File: config.mk
export PLATFORM = sky130hd
export DESIGN_NAME = recent_list_move_to_front_core
export DESIGN_NICKNAME = d
export VERILOG_FILES = /design/src/design/rlmtf_pkg.sv /design/src/design/rlmtf_ctrl.sv /design/src/design/rlmtf_datapath.sv /design/src/design/recent_list_move_to_front_core.sv
export SDC_FILE = /design/constraint.sdc
export NUM_CORES = 1
export LEC_CHECK = 0
export ABC_AREA = 0
export BUFFER_PORTS_ARGS = -buffer_cell sky130_fd_sc_hd__buf_2
export CORE_UTILIZATION = 60
export CTS_CLUSTER_DIAMETER = 150
export DETAILED_ROUTE_END_ITERATION = 16
export GPL_ROUTABILITY_DRIVEN = 0
export PLACE_DENSITY = 0.81
export SETUP_SLACK_MARGIN = 0.5
export SYNTH_ARGS = -nofsm -noshare
export SYNTH_HDL_FRONTEND = slang
export SYNTH_SLANG_ARGS = --single-unit
export TNS_END_PERCENT = 100
File: constraint.sdc
create_clock -name clk -period 6.21 [get_ports clk]
set_clock_uncertainty 0.15 [all_clocks]
set_input_delay 0.3105 -clock clk [delete_from_list [all_inputs] [get_ports clk]]
set_output_delay 0.3105 -clock clk [all_outputs]
set_load 0.005 [all_outputs]
File: src/design/rlmtf_pkg.sv
package rlmtf_pkg;

  // Default number of list entries.
  localparam int DEFAULT_LIST_DEPTH = 8;

  // Field widths of the transaction payloads.
  localparam int ID_W    = 8;
  localparam int OPC_W   = 3;
  localparam int POS_W   = 8;
  localparam int IDX_W   = 3;
  localparam int CNT_W   = 4;
  localparam int CFG_A_W = 2;

  // Reset values of the configuration registers.
  localparam logic [ID_W-1:0] ALLOWED_A_RST = 8'd1;
  localparam logic [ID_W-1:0] ALLOWED_B_RST = 8'd2;
  localparam logic [ID_W-1:0] ALLOWED_C_RST = 8'd3;
  localparam logic [ID_W-1:0] NULL_ID_RST   = 8'd0;

  // Operation codes.
  typedef enum logic [OPC_W-1:0] {
    OP_ADD    = 3'd0,
    OP_DELETE = 3'd1,
    OP_GET    = 3'd2,
    OP_FIND   = 3'd3,
    OP_CLEAR  = 3'd4
  } op_t;

  // Configuration register indexes.
  typedef enum logic [CFG_A_W-1:0] {
    REG_ALLOWED_A = 2'd0,
    REG_ALLOWED_B = 2'd1,
    REG_ALLOWED_C = 2'd2,
    REG_NULL_ID   = 2'd3
  } cfg_reg_t;

  // Controller states.
  typedef enum logic [1:0] {
    ST_IDLE,
    ST_MATCH,
    ST_EXEC
  } state_t;

  // Commands from the controller to the datapath.
  typedef struct packed {
    logic load;
    logic compare;
    logic execute;
  } cmd_t;

endpackage

File: src/design/rlmtf_ctrl.sv
module rlmtf_ctrl
  import rlmtf_pkg::*;
(
  input  logic clk,
  input  logic rst,
  input  logic in_valid,
  output logic in_stall,
  output logic out_valid,
  input  logic out_stall,
  output cmd_t cmd
);

  state_t state;
  state_t state_next;
  logic   out_free;

  // The output register can take a new result when empty or being drained.
  assign out_free = !out_valid || !out_stall;

  // State register.
  always_ff @(posedge clk) begin
    if (rst) begin
      state <= ST_IDLE;
    end else begin
      state <= state_next;
    end
  end

  // Next-state logic.
  always_comb begin
    state_next = state;
    unique case (state)
      ST_IDLE: begin
        if (in_valid) begin
          state_next = ST_MATCH;
        end
      end
      ST_MATCH: begin
        state_next = ST_EXEC;
      end
      ST_EXEC: begin
        if (out_free) begin
          state_next = ST_IDLE;
        end
      end
      default: begin
        state_next = ST_IDLE;
      end
    endcase
  end

  // Output logic.
  always_comb begin
    in_stall    = 1'b1;
    cmd.load    = 1'b0;
    cmd.compare = 1'b0;
    cmd.execute = 1'b0;
    unique case (state)
      ST_IDLE: begin
        in_stall = 1'b0;
        cmd.load = in_valid;
      end
      ST_MATCH: begin
        cmd.compare = 1'b1;
      end
      ST_EXEC: begin
        cmd.execute = out_free;
      end
      default: begin
        in_stall = 1'b1;
      end
    endcase
  end

  // Output transaction flag.
  always_ff @(posedge clk) begin
    if (rst) begin
      out_valid <= 1'b0;
    end else if (cmd.execute) begin
      out_valid <= 1'b1;
    end else if (!out_stall) begin
      out_valid <= 1'b0;
    end
  end

endmodule

File: src/design/rlmtf_datapath.sv
module rlmtf_datapath
  import rlmtf_pkg::*;
#(
  parameter int LIST_DEPTH = DEFAULT_LIST_DEPTH
) (
  input  logic               clk,
  input  logic               rst,
  input  cmd_t               cmd,
  input  logic               cfg_we,
  input  logic [CFG_A_W-1:0] cfg_index,
  input  logic [ID_W-1:0]    cfg_data,
  input  logic [OPC_W-1:0]   opcode,
  input  logic [ID_W-1:0]    item_id,
  input  logic [POS_W-1:0]   position,
  output logic [ID_W-1:0]    id_out,
  output logic               found,
  output logic [IDX_W-1:0]   index_out,
  output logic [CNT_W-1:0]   count_out
);

  localparam int IW = (LIST_DEPTH > 1) ? $clog2(LIST_DEPTH) : 1;
  localparam int CW = $clog2(LIST_DEPTH + 1);
  localparam int PW = (POS_W > CW) ? POS_W : CW;

  // Configuration registers.
  logic [ID_W-1:0] allowed_a;
  logic [ID_W-1:0] allowed_b;
  logic [ID_W-1:0] allowed_c;
  logic [ID_W-1:0] null_id;

  // Captured transaction and list state.
  logic [OPC_W-1:0]      op_r;
  logic [ID_W-1:0]       item_r;
  logic [POS_W-1:0]      pos_r;
  logic [LIST_DEPTH-1:0] match_vec;
  logic [ID_W-1:0]       entries [LIST_DEPTH];
  logic [CW-1:0]         count;

  // Execute-cycle signals.
  logic [ID_W-1:0] entries_next [LIST_DEPTH];
  logic [CW-1:0]   count_next;
  logic            hit_any;
  logic [IW-1:0]   hit_idx;
  logic            pos_ok;
  logic            is_allowed;
  logic            push;
  logic [IW-1:0]   push_top;
  logic            del;
  logic [ID_W-1:0] id_c;
  logic            found_c;
  logic [IW-1:0]   idx_c;
  logic [IW+IDX_W-1:0] idx_ext;
  logic [CW+CNT_W-1:0] cnt_ext;

  // Configuration writes.
  always_ff @(posedge clk) begin
    if (rst) begin
      allowed_a <= ALLOWED_A_RST;
      allowed_b <= ALLOWED_B_RST;
      allowed_c <= ALLOWED_C_RST;
      null_id   <= NULL_ID_RST;
    end else if (cfg_we) begin
      unique case (cfg_reg_t'(cfg_index))
        REG_ALLOWED_A: allowed_a <= cfg_data;
        REG_ALLOWED_B: allowed_b <= cfg_data;
        REG_ALLOWED_C: allowed_c <= cfg_data;
        REG_NULL_ID:   null_id   <= cfg_data;
        default:       null_id   <= null_id;
      endcase
    end
  end

  // Capture the incoming transaction.
  always_ff @(posedge clk) begin
    if (cmd.load) begin
      op_r   <= opcode;
      item_r <= item_id;
      pos_r  <= position;
    end
  end

  // Compare every occupied entry with the item id in parallel.
  always_ff @(posedge clk) begin
    if (cmd.compare) begin
      for (int k = 0; k < LIST_DEPTH; k++) begin
        match_vec[k] <= (entries[k] == item_r) && (k < int'(count));
      end
    end
  end

  // First matching position.
  always_comb begin
    hit_any = |match_vec;
    hit_idx = '0;
    for (int k = LIST_DEPTH - 1; k >= 0; k--) begin
      if (match_vec[k]) begin
        hit_idx = IW'(k);
      end
    end
  end

  assign pos_ok     = (PW'(pos_r) < PW'(count));
  assign is_allowed = (item_r != null_id) &&
                      ((item_r == allowed_a) || (item_r == allowed_b) ||
                       (item_r == allowed_c));

  // Operation decode.
  always_comb begin
    push       = 1'b0;
    push_top   = '0;
    del        = 1'b0;
    count_next = count;
    id_c       = null_id;
    found_c    = 1'b0;
    idx_c      = '0;
    unique case (op_t'(op_r))
      OP_ADD: begin
        if (hit_any) begin
          push     = 1'b1;
          push_top = hit_idx;
          found_c  = 1'b1;
        end else if (is_allowed) begin
          push    = 1'b1;
          found_c = 1'b1;
          if (count == CW'(LIST_DEPTH)) begin
            push_top = IW'(LIST_DEPTH - 1);
          end else begin
            push_top   = count[IW-1:0];
            count_next = count + CW'(1);
          end
        end
      end
      OP_DELETE: begin
        if (pos_ok) begin
          del        = 1'b1;
          found_c    = 1'b1;
          count_next = count - CW'(1);
        end
      end
      OP_GET: begin
        if (pos_ok) begin
          id_c    = entries[pos_r[IW-1:0]];
          found_c = 1'b1;
        end
      end
      OP_FIND: begin
        found_c = hit_any;
        idx_c   = hit_idx;
      end
      OP_CLEAR: begin
        count_next = '0;
      end
      default: begin
        found_c = 1'b0;
      end
    endcase
  end

  // Shift network: push toward the back or close up toward the front.
  always_comb begin
    for (int k = 0; k < LIST_DEPTH; k++) begin
      entries_next[k] = entries[k];
    end
    if (push) begin
      entries_next[0] = item_r;
      for (int k = 1; k < LIST_DEPTH; k++) begin
        if (k <= int'(push_top)) begin
          entries_next[k] = entries[k-1];
        end
      end
    end
    if (del) begin
      for (int k = 0; k < LIST_DEPTH - 1; k++) begin
        if (k >= int'(pos_r)) begin
          entries_next[k] = entries[k+1];
        end
      end
    end
  end

  // List storage, updated once per transaction.
  always_ff @(posedge clk) begin
    if (cmd.execute) begin
      for (int k = 0; k < LIST_DEPTH; k++) begin
        entries[k] <= entries_next[k];
      end
    end
  end

  always_ff @(posedge clk) begin
    if (rst) begin
      count <= '0;
    end else if (cmd.execute) begin
      count <= count_next;
    end
  end

  // Result register.
  assign idx_ext = {{IDX_W{1'b0}}, idx_c};
  assign cnt_ext = {{CNT_W{1'b0}}, count_next};

  always_ff @(posedge clk) begin
    if (cmd.execute) begin
      id_out    <= id_c;
      found     <= found_c;
      index_out <= idx_ext[IDX_W-1:0];
      count_out <= cnt_ext[CNT_W-1:0];
    end
  end

endmodule

File: src/design/recent_list_move_to_front_core.sv
// Most-recently-used list of 8-bit ids with move-to-front on add. Each input
// transaction (add, delete, get, find or clear) returns exactly one result
// transaction. An item is captured first; then the parallel compare of every
// list entry against the item id is registered; then the shift network runs
// and loads the result register. The block takes no new item before the
// last one has reached the result register; a result waiting under out_stall
// holds the next item in its execute cycle.
// Configuration registers are written through cfg_we/cfg_index/cfg_data and
// may only change while no transaction is in flight.
module recent_list_move_to_front_core
  import rlmtf_pkg::*;
#(
  parameter int LIST_DEPTH = DEFAULT_LIST_DEPTH
) (
  input  logic               clk,
  input  logic               rst,
  input  logic               cfg_we,
  input  logic [CFG_A_W-1:0] cfg_index,
  input  logic [ID_W-1:0]    cfg_data,
  input  logic               in_valid,
  output logic               in_stall,
  input  logic [OPC_W-1:0]   opcode,
  input  logic [ID_W-1:0]    item_id,
  input  logic [POS_W-1:0]   position,
  output logic               out_valid,
  input  logic               out_stall,
  output logic [ID_W-1:0]    id_out,
  output logic               found,
  output logic [IDX_W-1:0]   index_out,
  output logic [CNT_W-1:0]   count_out
);

  cmd_t cmd;

  // Sequencer.
  rlmtf_ctrl u_ctrl (
    .clk       (clk),
    .rst       (rst),
    .in_valid  (in_valid),
    .in_stall  (in_stall),
    .out_valid (out_valid),
    .out_stall (out_stall),
    .cmd       (cmd)
  );

  // List storage, compare and shift network.
  rlmtf_datapath #(
    .LIST_DEPTH (LIST_DEPTH)
  ) u_dp (
    .clk       (clk),
    .rst       (rst),
    .cmd       (cmd),
    .cfg_we    (cfg_we),
    .cfg_index (cfg_index),
    .cfg_data  (cfg_data),
    .opcode    (opcode),
    .item_id   (item_id),
    .position  (position),
    .id_out    (id_out),
    .found     (found),
    .index_out (index_out),
    .count_out (count_out)
  );

endmodule

# Yosys cells after proc, flatten, opt, wreduce, memory -nomap -nowiden
# Memory sizes are Yosys's and may differ from the RTL's. A register that Yosys moved wholly into a read port is not among the register bits.
# Index checks and enable logic that the tools add are counted.
[word_totals] ramBits=64 mem_count=1 output_inout_bits=18 ff_bits=82
[op_classes] n_reduce_logical=24 muxes=53 eq_ne=25 add_sub_neg=2 order_cmp=23
[memory_table] memory="u_dp.entries" words=8 word_bits=8 rd=9 rd_ports_with_merged_regs=1 write_ports=8 line_no="rlmtf_datapath.sv:36" text="logic [ID_W-1:0] entries [LIST_DEPTH];"
[ops] operator="$mux W8" count=16
[ops] operator="$eq A8 B8 Y1" count=11
[ops] operator="$mux W64" count=1
[ops] operator="$mux W56" count=1
[ops] operator="$mux W3" count=13
[ops] operator="$ge A3 B8 Y1 const A" count=3
[ops] operator="$ge A1 B8 Y1 const A" count=2
[ops] operator="$ge A2 B8 Y1 const A" count=2
[ops] operator="$lt A3 B4 Y1 const A" count=4
[ops] operator="$mux W4" count=4
[ops] operator="$mux W1" count=13
[ops] operator="$le A3 B3 Y1 const A" count=4
[ops] operator="$pmux W4 S3" count=1
[ops] operator="$reduce_and A2 Y1" count=5
[ops] operator="$logic_and A1 B1 Y1" count=9
[ops] operator="$lt A1 B4 Y1 const A" count=2
[ops] operator="$lt A2 B4 Y1 const A" count=2
[ops] operator="$lt A8 B4 Y1" count=1
[ops] operator="$ne A8 B8 Y1" count=1
[ops] operator="$reduce_or A8 Y1" count=1
[ops] operator="$eq A2 B2 Y1 const B" count=3
[ops] operator="$eq A3 B2 Y1 const B" count=2
[ops] operator="$le A2 B3 Y1 const A" count=2
[ops] operator="$pmux W2 S3" count=1
[ops] operator="other kinds (16)" count=23

# Longest topological paths before layout
[depth] ltp_word=15 ltp_mapped=11

# Cells and area by module
# A second synthesis with hierarchy kept.
[unflattened] cells_unflattened=834 hier_area_um2=8664.6
[modules_own_cells] mod="rlmtf_datapath" cells_each=819 seq_area_each_um2=3993.8 n_inst=1 area_per_inst_um2=8526.9
[modules_own_cells] mod="rlmtf_ctrl" cells_each=15 seq_area_each_um2=60.1 n_inst=1 area_per_inst_um2=137.6

# Least setup slack after synthesis
# OpenSTA, ideal clock, no wires.
[synth_timing] kind="register to register" start="register u_dp.item_r[6] (netlist name)" end="memory u_dp.entries[7][0] (enable)" path_stages_with_launch=10 path_slack_ns=2.733 t_arrival_ns=2.932 synth_period_minus_slack_ns=3.477 n_path_buf=2 cell_sequence="edfxtp_1 -> buf_6 -> xor2_1 -> nor4_2 -> nand2_2 -> a311oi_4 -> a21oi_2 -> or2_2 -> buf_2 -> nor4_1"
[synth_rtl] item="to (decl)" line_no="rlmtf_datapath.sv:36"

==> reports/results.txt <==
The logs give 6.20 ns for the required time at the worst-slack endpoint and 0 for the final routed DRC violation total. In the finished design, the share of the clock period the worst path needs comes to 64.1%. The synthesized design contains 107 enable-type register cells. The endpoint identified for the worst register-to-register timing path is u_dp.entries[7][4].

The tools report the final antenna diode count as 0. In this design, the critical path's most frequently occurring cell is sky130_fd_sc_hd__nor4_1. The die is 120 um wide. In this run the worst hold path is classified as in -> reg. Of all nets on the critical path, the largest fanout is 13. The cell at the slowest stage of the critical path is sky130_fd_sc_hd__edfxtp_1. The number of global-route vias before repair is 6528, and the average wire per cell in the routed design is 22.5 um.

Global routing used 33.6% of the available tracks. By area the synthesized netlist is led by sky130_fd_sc_hd__edfxtp_1, sky130_fd_sc_hd__dfxtp_1, sky130_fd_sc_hd__mux2i_1, sky130_fd_sc_hd__xor2_1, sky130_fd_sc_hd__xnor2_1. The number of endpoints failing setup at the final stage was 0.

Once the clock tree was built, the setup fixing pass inserted 0 buffers. The logs give 14400 um2 for the die outline area and 62.3% for the initial core utilization. Detailed placement ended at an HPWL of 15800 um. The post-synthesis sequential area ratio was 48.4%. The cell count after synthesis came out at 779. The critical path goes through xor2_1 > nor4_1 > nand2_1 > a311oi_4 > a21oi_2 > or2_2 > nor4_1 > buf_4.

The detailed router's first-iteration violation count was 987. The run gives 24.2% as the relative slew slack. The critical path start-end classification is reg -> reg.

The analysis attributes to cell leakage a power of 0.00353 uW. The utilization after layout came out at 70.7%. The destination of the worst hold path was u_dp.allowed_c[5]. The layout has 952 filler cells. The flow ran to the end, and the final reports show no timing, DRC or antenna violations. Measured in cells, the most critical reg-to-reg path has a length of 8.

The logs give 8380 um2 for the post-synthesis instance area and 3.97 ns for the critical path data arrival time. At the pin with the least slew margin, the transition time is 1.13 ns. The library cells used most frequently in the layout, excluding fill and tap cells, are sky130_fd_sc_hd__edfxtp_1, sky130_fd_sc_hd__mux2i_1, sky130_fd_sc_hd__nor2_1, sky130_fd_sc_hd__nand2_1.

The biggest cell delay along the critical path is 0.92 ns. Setup repair after global routing left no endpoint under its margin. The floorplan row count was 42. sky130_fd_sc_hd__edfxtp_1 takes more of the synthesized area than any other cell. After synthesis, the mean cell area works out to 10.8 um2.

Among all flip-flop cells after synthesis, the most frequent one is sky130_fd_sc_hd__edfxtp_1. In the routed layout, each cell is associated on average with a via count of 6.53. Buffers placed on the I/O ports in this run total 51. The category of cells accounting for the largest share of critical-path delay was simple AND/OR/NAND/NOR gates. Power spread over the standard cell area amounts to 249 nW/um2.

The overall power of the completed layout came out at 2370 uW. In this run the deepest clock path goes through 2 buffers. Wires add up to 23100 um. Clock buffer count from CTS: 17. For the post-cts gate resize count, the log shows 0. Counting flops and latches in the post-synthesis netlist gives 149. STA classifies the critical path endpoint as a flip-flop.

The sum of overflow across all layers after global routing came out at 0. Clock-pin slew was measured on the worst setup and hold paths at 0.07 ns. The final number of max-transition violations was 0; the worst voltage drop across the vdd grid was 0.284 mV. The number of antenna violations at the first check in global routing was 0; the count of synthesis-stage warnings from yosys was 0.

The tools report the count of final hold-check violations as 0. For the reported max-cap violation count, the log shows 0. The logs give 0.251 GHz for the fmax and 6697 for the overall via count from detail_route.

Counting instances, the worst hold path has a depth of 3. Startpoint kind of the worst setup timing path: a flip-flop. The setup check on the worst reg-to-reg path leaves a slack of 2.23 ns. The run gives 13500 um2 as the core area. For this run, the detailed router's first-pass iteration total came to 6. In this run, distinct cell masters in the synthesized netlist total 55.

The worst slack on hold paths was 0.0207 ns; the depth of the CTS H-tree was 4. The first global-routing pass estimated 35800 um of wire. TritonCTS built the clock tree.

The number of sinks driven by the clock tree was 149. The number of nets at the end of the flow came out at 878. Once detail routing completed, the nets flagged for antenna violations numbered 0. The area share of the largest cell type after synthesis is 38.4%, and the pin count of the biggest net entering global routing is 60.

In this run the critical register-to-register path is launched from u_dp.item_r[6]. The post-synth net total came out at 820. Relative to the synthesized area, the layout overhead comes to 13.5%. The number of buffers and inverters on the critical path was 1; the clock latency at the later pin of the worst-skew pair was 0.44 ns.

The startpoint identified for the worst hold timing path is cfg_data[5]. The time the worst path needs with I/O delays and setup is 3.98 ns, and the vertical die dimension is 120 um. During I/O placement, the number of pins put on the boundary was 52. The post-synthesis async set-or-reset flop share was 0%.

Most common cell after layout, fill and taps aside: sky130_fd_sc_hd__edfxtp_1. The post-route netlist has 14.5% of its cells at a drive strength greater than 1. The number of buffers inserted by hold repair at cts is 27.

The run gives 0 ns as the sum of negative setup slack. Clock tree root buffer cell: sky130_fd_sc_hd__clkbuf_16.
==> power breakdown <==
part	switching (uW)	internal, uW	leakage [uW]	total (uW)
clock	448	533	0.000269	981
sequential	72.5	1100	0.00133	1170
combinational	106	105	0.00193	212
==> sequential cells by signal, indices dropped and copies added (netlist names), named ones only <==
name              count
u_dp.item_r           8
u_ctrl.state          2
u_dp.allowed_a        8
u_dp.match_vec        8
u_ctrl.out_valid      1
u_dp.count            4
u_dp.allowed_c        8
u_dp.allowed_b        8
u_dp.pos_r            8
u_dp.null_id          8
u_dp.op_r             3
u_dp.count_out        4
u_dp.found            1
u_dp.index_out        3
u_dp.entries         64
u_dp.id_out           8
==> worst max-delay path by stage <==
stage                                     to           start  slack (ns)  depth (start not counted)
after floorplan           u_dp.entries[7][0]  u_dp.item_r[6]        2.73                          9
after global placement    u_dp.entries[3][6]  u_dp.item_r[1]        2.65                          8
after detailed placement  u_dp.entries[7][6]  u_dp.item_r[2]        2.57                          8
after CTS                 u_dp.entries[7][4]  u_dp.item_r[6]        2.36                          8
after global routing      u_dp.entries[7][4]  u_dp.item_r[6]        2.13                          8
final                     u_dp.entries[7][4]  u_dp.item_r[6]        2.23                          8
==> kinds of logic after synthesis <==
group	Yosys count	synth area share (%)
DFF	149	48.4
xor gates and xnor gates	96	10.0
and+or+nand+nor	227	12.6
muxes	98	14.2
adders and majority gates	7	1.05
buffers and inverters	61	3.42
AOI/OAI and AO/OA	141	10.4
==> worst reg2reg max path, cell delays in order (launching register included) <==
cell	delay, ns
sky130_fd_sc_hd__edfxtp_1	0.92
sky130_fd_sc_hd__xor2_1	0.17
sky130_fd_sc_hd__nor4_1	0.47
sky130_fd_sc_hd__nand2_1	0.27
sky130_fd_sc_hd__a311oi_4	0.47
sky130_fd_sc_hd__a21oi_2	0.18
sky130_fd_sc_hd__or2_2	0.46
sky130_fd_sc_hd__nor4_1	0.33
sky130_fd_sc_hd__buf_4	0.26
==> cells in the mapped netlist (all sizes together), types with 7 or more instances <==
master / number
xor2: 52
inv: 14
nand4: 10
edfxtp: 107
a21oi: 53
nand3: 12
nor4: 19
a22oi: 8
dfxtp: 42
nand2: 69
a31oi: 7
ha: 7
xnor2: 44
mux2i: 78
mux4: 16
nor3: 12
o21ai: 42
buf: 25
nor2: 80
clkbuf: 22
==> cell type report <==
type	instances	area (um2)	area share (%)
sequential	149	4050	42.6
multi-input combinational	569	4040	42.5
timing repair buffer	86	586	6.16
clock buffer	18	439	4.62
tap	176	220	2.32
clock inverter	14	118	1.24
inverter	14	52.6	0.553
==> layer usage <==
layer	up-vias	GRT usage, %	wire (um)
li1	2963	-	-
met1	3191	43.5	8990
met2	465	52.4	10700
met3	78	9.51	2630
met4	0	14.8	765
met5	-	0	0
==> through the flow <==
stage               area (um2)  setup WS, ns  instances
finish                    9510          2.23       1026
detailed placement        8680          2.57        967
global route              9510          2.13       1026
global placement          8680          2.65        967
CTS                       9510          2.36       1026
floorplan                 8380          2.73        779
Power figures use the tool's default switching activity.
